==> src/rtl/asro2d_pkg.sv <==
// Shared constants, types and a rounding helper of the 2D scale/rotate/offset transform.
package asro2d_pkg;

   localparam int ANGLE_BITS     = 16;
   localparam int TRIG_FRAC_BITS = 16;

   localparam int COORD_W    = 32;
   localparam int SCALE_W    = 24;
   localparam int ANGLE_W    = 16;
   localparam int RECIP_W    = 32;
   localparam int CSR_DATA_W = 32;
   localparam int CSR_IDX_W  = 3;

   localparam int TRIG_W     = TRIG_FRAC_BITS + 2;
   localparam int TMAG_W     = TRIG_FRAC_BITS + 1;
   localparam int FRAC_SHIFT = 32 - ANGLE_BITS;

   localparam int V_W        = 40;
   localparam int PROD_W     = V_W + TMAG_W;
   localparam int TERM_MAG_W = 41;
   localparam int TERM_W     = TERM_MAG_W + 1;
   localparam int SUM_W      = 44;
   localparam int RM_W       = 35;
   localparam int RH_W       = RM_W + 16;
   localparam int RP_W       = RH_W + 1;
   localparam int RES_W      = RP_W + 1;
   localparam int NSTG       = 9;

   localparam int DIV_STEPS  = 34;
   localparam int POLY_LAST  = 11;

   localparam logic [30:0] Q30_ONE = 31'h4000_0000;
   localparam logic [31:0] POLY_A1 = 32'd1686629713;
   localparam logic [31:0] POLY_A3 = 32'd693598668;
   localparam logic [31:0] POLY_A5 = 32'd85569306;
   localparam logic [31:0] POLY_A7 = 32'd5026995;
   localparam logic [31:0] POLY_A9 = 32'd172272;

   localparam logic signed [TRIG_W-1:0] TRIG_ONE = TRIG_W'(1) << TRIG_FRAC_BITS;

   typedef enum logic [CSR_IDX_W-1:0] {
      REG_SCALE_X  = 3'd0,
      REG_SCALE_Y  = 3'd1,
      REG_ANGLE    = 3'd2,
      REG_OFFSET_X = 3'd3,
      REG_OFFSET_Y = 3'd4
   } csr_idx_type;

   typedef enum logic [1:0] {
      ENG_IDLE,
      ENG_DIV,
      ENG_POLY
   } eng_state_type;

   typedef struct packed {
      logic [SCALE_W-1:0]        scale_x;
      logic [SCALE_W-1:0]        scale_y;
      logic signed [COORD_W-1:0] offset_x;
      logic signed [COORD_W-1:0] offset_y;
      logic signed [TRIG_W-1:0]  cos_value;
      logic signed [TRIG_W-1:0]  sin_value;
      logic [RECIP_W-1:0]        recip_x;
      logic [RECIP_W-1:0]        recip_y;
      logic                      busy;
   } coef_type;

   // round half away from zero of a sign/magnitude rotation product
   function automatic logic signed [TERM_W-1:0] round_term(input logic [PROD_W-1:0] p,
                                                          input logic neg);
      logic [PROD_W:0]       r;
      logic [TERM_MAG_W-1:0] m;
      logic signed [TERM_W-1:0] s;
      r = (PROD_W+1)'(p) + ((PROD_W+1)'(1) << (TRIG_FRAC_BITS - 1));
      m = TERM_MAG_W'(r >> TRIG_FRAC_BITS);
      s = $signed({1'b0, m});
      return neg ? -s : s;
   endfunction

endpackage

==> src/rtl/asro2d_coef.sv <==
// Configuration registers with derived sine/cosine and reciprocal scales.
module asro2d_coef import asro2d_pkg::*; (
   input  logic                  clock,
   input  logic                  reset,
   input  logic                  csr_write_enable,
   input  logic [CSR_IDX_W-1:0]  csr_index,
   input  logic [CSR_DATA_W-1:0] csr_write_data,
   output coef_type              coef
);

   logic [SCALE_W-1:0]        scale_x_ff, scale_y_ff;
   logic [ANGLE_W-1:0]        angle_ff;
   logic signed [COORD_W-1:0] offset_x_ff, offset_y_ff;
   logic signed [TRIG_W-1:0]  cos_ff, sin_ff;
   logic [RECIP_W-1:0]        recip_x_ff, recip_y_ff;
   logic                      pend_trig_ff, pend_trig_in;
   logic                      pend_rx_ff, pend_rx_in;
   logic                      pend_ry_ff, pend_ry_in;
   eng_state_type             state_ff, state_in;

   logic [5:0]          div_cnt_ff;
   logic [33:0]         num_ff;
   logic [SCALE_W-1:0]  rem_ff, dvs_ff;
   logic                div_y_ff;
   logic [3:0]          step_ff;
   logic                second_ff;
   logic [1:0]          quad_ff;
   logic [30:0]         u_ff, u2_ff;
   logic [31:0]         t_ff;
   logic [62:0]         prod_ff;
   logic [TMAG_W-1:0]   sf_ff;

   csr_idx_type         idx;
   logic                hit_sx, hit_sy, hit_ang;
   logic [SCALE_W-1:0]  wr_scale;
   logic                start_trig, start_rx, start_ry;
   logic                div_last, poly_last;
   logic [SCALE_W:0]    rem2, rem_sub;
   logic                ge;
   logic [33:0]         num_nx;
   logic [RECIP_W-1:0]  div_res;
   logic [SCALE_W-1:0]  div_src;
   logic [ANGLE_BITS-1:0] ang;
   logic [30:0]         mul_a;
   logic [31:0]         mul_b;
   logic [62:0]         prod;
   logic [31:0]         poly_add [6];
   logic [31:0]         t_sub;
   logic [32:0]         tq;
   logic [30:0]         tclamp;
   logic [31:0]         rsum;
   logic [TMAG_W-1:0]   rnd;
   logic signed [TRIG_W-1:0] sf_s, cf_s;

   assign idx      = csr_idx_type'(csr_index);
   assign hit_sx   = csr_write_enable && (idx == REG_SCALE_X);
   assign hit_sy   = csr_write_enable && (idx == REG_SCALE_Y);
   assign hit_ang  = csr_write_enable && (idx == REG_ANGLE);
   assign wr_scale = (csr_write_data[SCALE_W-1:0] == '0) ? SCALE_W'(1)
                                                         : csr_write_data[SCALE_W-1:0];

   always_comb begin
      state_in   = state_ff;
      start_trig = 1'b0;
      start_rx   = 1'b0;
      start_ry   = 1'b0;
      unique case (state_ff)
         ENG_IDLE: begin
            priority if (pend_trig_ff) begin
               start_trig = 1'b1;
               state_in   = ENG_POLY;
            end else if (pend_rx_ff) begin
               start_rx = 1'b1;
               state_in = ENG_DIV;
            end else if (pend_ry_ff) begin
               start_ry = 1'b1;
               state_in = ENG_DIV;
            end else begin
               state_in = ENG_IDLE;
            end
         end
         ENG_DIV: begin
            if (div_last) state_in = ENG_IDLE;
         end
         ENG_POLY: begin
            if (poly_last && second_ff) state_in = ENG_IDLE;
         end
         default: state_in = ENG_IDLE;
      endcase
   end

   assign pend_trig_in = hit_ang | (pend_trig_ff & ~start_trig);
   assign pend_rx_in   = hit_sx | (pend_rx_ff & ~start_rx);
   assign pend_ry_in   = hit_sy | (pend_ry_ff & ~start_ry);

   // restoring divider, one quotient bit per cycle
   assign div_last = (state_ff == ENG_DIV) && (div_cnt_ff == 6'(DIV_STEPS - 1));
   assign rem2     = {rem_ff, num_ff[33]};
   assign ge       = rem2 >= {1'b0, dvs_ff};
   assign rem_sub  = rem2 - {1'b0, dvs_ff};
   assign num_nx   = {num_ff[32:0], ge};
   assign div_res  = (num_nx[33:32] != 2'b00) ? '1 : num_nx[31:0];
   assign div_src  = start_ry ? scale_y_ff : scale_x_ff;

   // sine polynomial on one shared multiplier
   assign ang       = ANGLE_BITS'(angle_ff);
   assign poly_last = (state_ff == ENG_POLY) && (step_ff == 4'(POLY_LAST));
   assign mul_a     = (step_ff == 4'd0 || step_ff == 4'(POLY_LAST - 1)) ? u_ff : u2_ff;
   assign mul_b     = (step_ff == 4'd0) ? {1'b0, u_ff} : t_ff;
   assign prod      = mul_a * mul_b;
   assign poly_add  = '{POLY_A9, POLY_A7, POLY_A5, POLY_A3, POLY_A1, 32'd0};
   assign t_sub     = poly_add[step_ff[3:1]] - ((step_ff == 4'd1) ? 32'd0 : prod_ff[61:30]);
   assign tq        = prod_ff[62:30];
   assign tclamp    = (tq > {2'b00, Q30_ONE}) ? Q30_ONE : tq[30:0];
   assign rsum      = {1'b0, tclamp} + (32'd1 << (29 - TRIG_FRAC_BITS));
   assign rnd       = TMAG_W'(rsum >> (30 - TRIG_FRAC_BITS));
   assign sf_s      = $signed({1'b0, sf_ff});
   assign cf_s      = $signed({1'b0, rnd});

   always_ff @(posedge clock) begin
      if (reset) begin
         scale_x_ff   <= SCALE_W'(32'h1_0000);
         scale_y_ff   <= SCALE_W'(32'h1_0000);
         angle_ff     <= '0;
         offset_x_ff  <= '0;
         offset_y_ff  <= '0;
         cos_ff       <= TRIG_ONE;
         sin_ff       <= '0;
         recip_x_ff   <= RECIP_W'(32'h1_0000);
         recip_y_ff   <= RECIP_W'(32'h1_0000);
         pend_trig_ff <= 1'b0;
         pend_rx_ff   <= 1'b0;
         pend_ry_ff   <= 1'b0;
         state_ff     <= ENG_IDLE;
      end else begin
         state_ff     <= state_in;
         pend_trig_ff <= pend_trig_in;
         pend_rx_ff   <= pend_rx_in;
         pend_ry_ff   <= pend_ry_in;
         if (hit_sx) scale_x_ff <= wr_scale;
         if (hit_sy) scale_y_ff <= wr_scale;
         if (hit_ang) angle_ff <= csr_write_data[ANGLE_W-1:0];
         if (csr_write_enable && idx == REG_OFFSET_X) offset_x_ff <= csr_write_data;
         if (csr_write_enable && idx == REG_OFFSET_Y) offset_y_ff <= csr_write_data;
         if (div_last) begin
            if (div_y_ff) recip_y_ff <= div_res;
            else          recip_x_ff <= div_res;
         end
         if (poly_last && second_ff) begin
            unique case (quad_ff)
               2'd0: begin sin_ff <= sf_s;  cos_ff <= cf_s;  end
               2'd1: begin sin_ff <= cf_s;  cos_ff <= -sf_s; end
               2'd2: begin sin_ff <= -sf_s; cos_ff <= -cf_s; end
               default: begin sin_ff <= -cf_s; cos_ff <= sf_s; end
            endcase
         end
      end
   end

   always_ff @(posedge clock) begin
      if (start_rx || start_ry) begin
         dvs_ff     <= div_src;
         num_ff     <= 34'h1_0000_0000 + 34'(div_src >> 1);
         rem_ff     <= '0;
         div_cnt_ff <= '0;
         div_y_ff   <= start_ry;
      end else if (state_ff == ENG_DIV) begin
         rem_ff     <= ge ? rem_sub[SCALE_W-1:0] : rem2[SCALE_W-1:0];
         num_ff     <= num_nx;
         div_cnt_ff <= div_cnt_ff + 6'd1;
      end
      if (start_trig) begin
         u_ff      <= 31'(ang[ANGLE_BITS-3:0]) << FRAC_SHIFT;
         quad_ff   <= ang[ANGLE_BITS-1 -: 2];
         step_ff   <= '0;
         second_ff <= 1'b0;
      end else if (state_ff == ENG_POLY) begin
         if (poly_last) begin
            sf_ff     <= rnd;
            u_ff      <= Q30_ONE - u_ff;
            second_ff <= 1'b1;
            step_ff   <= '0;
         end else if (!step_ff[0]) begin
            prod_ff <= prod;
            step_ff <= step_ff + 4'd1;
         end else begin
            if (step_ff == 4'd1) u2_ff <= prod_ff[60:30];
            t_ff    <= t_sub;
            step_ff <= step_ff + 4'd1;
         end
      end
   end

   assign coef.scale_x   = scale_x_ff;
   assign coef.scale_y   = scale_y_ff;
   assign coef.offset_x  = offset_x_ff;
   assign coef.offset_y  = offset_y_ff;
   assign coef.cos_value = cos_ff;
   assign coef.sin_value = sin_ff;
   assign coef.recip_x   = recip_x_ff;
   assign coef.recip_y   = recip_y_ff;
   assign coef.busy      = (state_ff != ENG_IDLE) | pend_trig_ff | pend_rx_ff | pend_ry_ff;

endmodule

==> config.mk <==
export PLATFORM = sky130hd
export DESIGN_NAME = asro2d_coef
export DESIGN_NICKNAME = d
export VERILOG_FILES = /design/src/rtl/asro2d_pkg.sv /design/src/rtl/asro2d_coef.sv
export SDC_FILE = /design/constraint.sdc
export NUM_CORES = 2
export LEC_CHECK = 0
export ABC_AREA = 1
export BUFFER_PORTS_ARGS = -buffer_cell sky130_fd_sc_hd__buf_2
export CAP_MARGIN = 15
export CORE_MARGIN = 2
export CORE_UTILIZATION = 38
export CTS_BUF_LIST = sky130_fd_sc_hd__clkbuf_8
export CTS_CLUSTER_SIZE = 14
export DETAILED_ROUTE_END_ITERATION = 10
export GPL_TIMING_DRIVEN = 0
export PLACE_DENSITY = 0.65
export SETUP_SLACK_MARGIN = 0.05
export SLEW_MARGIN = 10
export SYNTH_ARGS = -nofsm -noshare
export SYNTH_HDL_FRONTEND = slang
export SYNTH_SLANG_ARGS = --single-unit
==> constraint.sdc <==
create_clock -name clock -period 18.3 [get_ports clock]
set_input_delay 0.915 -clock clock [delete_from_list [all_inputs] [get_ports clock]]
set_output_delay 0.915 -clock clock [all_outputs]
set_load 0.01 [all_outputs]
==> metrics.csv <==
metric;value;unit
ff2ff_path_depth;30;
rsz0062_at_grt;false;
final.setup_skew;34.33;ps
drive_above_1_share;0.06948;
worst_setup_path_start_kind;flop;
gp_congestion;1.039;
holdPathEnd;quad_ff[0];
critPathArrivalTime;11610;ps
pre_cts_ws;7371;ps
max_cap_viol_count;0;
wl_per_cell;23.58;um
first_iter_violations;5180;
finalSetupViolCount;0;
grt_pass1_wl;309500;um
clock-sinks;471;
path_clk_slew;60;ps
crit_start;step_ff[3];
layout_common_cells;inv_1, nand2_1, fa_1, nor2_1, o21ai_0;
cts_resized;0;
yosysSeqAreaShare;0.2096;
synth_area;53970;um2
ff2ff_setup_slack;7070;ps
numCtsBuffers;73;
worstPathMaxFanout;10;
synth_top_area_frac;0.3216;
synth_top_area_cell;fa_1;
synth_warnings;0;
antenna_found_initial;5;
hp-start;ang[14];
r2r_end;prod_ff[51];
htree_levels;3;
syn_area_per_cell;8.205;um2
fp.dieH;380.9;um
crit_top_cell;fa_1;
syn2layout_area_growth;9.991;%
dieArea;145100;um2
cts_buffer_depth;3;
cp-end-kind;flop;
pin_count;251;
postCtsSetupRepairBufs;0;
initial_core_util;0.3821;
hold_path_depth;0;
tns;0;ps
synth_area_leaders;fa_1, dfxtp_1, edfxtp_1, inv_1, nand2_1;
final_nets;8153;
hold_path.class;reg -> reg;
ys_seq_elements;471;
row_count;138;
dp_hpwl;172900;um
timing_worst_setup_path_type;reg -> reg;
grt_use_total;0.2869;
vias;47500;
outcome;complete, no violations;
grt_max_degree;35;
place_area;57880;um2
synth_cell_types;57;
postLayoutSetupSlackWorst;7073;ps
numPortBuffers;250;
syn-num-nets;7805;
layout_commonest_cell;inv_1;
ant_nets;0;
cts_hold_buf;0;
overflow;0;
finalNonFillerCells;8876;
drc;0;
drv_slew;0;
cp_slowest_cell;clkinv_1;
synth_edf_count;188;
worstMarginPinSlew;1381;ps
core;141200;um2
hold_viol_final;0;
final_area;59370;um2
fin_crit;11230;ps
clock_latency;710;ps
synthCells;6578;
reg2reg_from;step_ff[3];
die_x;380.9;um
slew_headroom;0.07312;
routed_wirelength;209300;um
dr.pass1.iters;6;
root_buffer;clkbuf_8;
max_stage_delay;1110;ps
required;18680;ps
placed_cells_incl_taps;8738;
tritoncts;done;
first_global_vias;47560;
max_freq;89.07;MHz
viasPerCell;5.352;
ys_dominant_reg_cell;dfxtp_1;
layout_worst_path_cycle_share;0.6135;
async_flop_share;0;
## stage by stage
step                  util  hold WS (ps)
floorplan                -         403.0
global placement    0.4077         422.2
detailed placement  0.4098         414.3
CTS                 0.4200         438.9
global route        0.4203         445.1
finish              0.4203         435.4
## cells by family (layout without fill, tap and decap cells)
group,after synthesis,after routing,share of synthesized area
AO/OA/AOI/OAI,978,978,0.09785
XOR/XNOR,102,102,0.01655
adder cells (fa/ha/maj),1189,1189,0.3962
buffers and inverters,1568,1970,0.1098
flip-flops,471,471,0.2096
other,0,6,0
AND/OR/NAND/NOR,2270,2270,0.1700
## synth_stat cells (35+ instances only)
cell type  number
a21oi_1       369
nor3_1         42
fa_1          867
nor2_1        839
a31oi_1        64
o21ai_0       410
inv_1        1249
ha_1          322
nand2_1      1168
o21ai_1        36
clkinv_1       35
dfxtp_1       283
nand3_1        95
edfxtp_1      188
clkbuf_1      253
xor2_1         73
## final cells by class
cell class                 instances  area (um2)
buffer                           270        1056
tap                             1890        2365
clock inverter                    50       351.6
multi-input combinational       4539       36790
clock buffer                      79        1087
antenna                            6       15.01
inverter                        1298        4872
fill                           14550       81870
sequential                       471       11310
timing repair buffer             273        1519
## worst max-delay path by stage
| stage | to | slack [ps] | cells after the start |
|---|---|---|---|
| 6_report | prod_ff[51] | 7070 | 30 |
| 5_1_grt | prod_ff[51] | 6790 | 30 |
| 4_1_cts | prod_ff[51] | 7310 | 30 |
| 3_5_place_dp | prod_ff[51] | 7370 | 30 |
| 3_3_place_gp | prod_ff[51] | 6910 | 26 |
| 2_1_floorplan | prod_ff[51] | 10310 | 32 |
## state kept, by name, indices dropped and copies added, names as in the netlist, 2 cells and up
register / cells
div_cnt_ff: 6
num_ff: 34
dvs_ff: 24
ang: 16
scale_x_ff: 24
t_ff: 32
sf_ff: 17
quad_ff: 2
sin_ff: 18
offset_y_ff: 32
u_ff: 29
cos_ff: 18
scale_y_ff: 24
recip_x_ff: 32
prod_ff: 33
state_ff: 2
recip_y_ff: 32
u2_ff: 31
offset_x_ff: 32
step_ff: 4
rem_ff: 24
## critical path: cells and delay by family (launching register included)
kind,cells,cell delay (ps)
adder cells (fa/ha/maj),9,4290
buffers and inverters,9,2460
AO/OA/AOI/OAI,5,2070
AND/OR/NAND/NOR,6,1500
flip-flops,1,380
XOR/XNOR,1,220
## routing by layer
metal | GRT usage | part of all wire
met1 | 0.3824 | 0.40
met2 | 0.4335 | 0.43
met3 | 0.07030 | 0.10
met4 | 0.1444 | 0.061
met5 | 0 | 0.00011
Power is left out: the tool's default activity adds up to more than one toggle a clock period on the data nets, which glitch-free logic cannot reach.
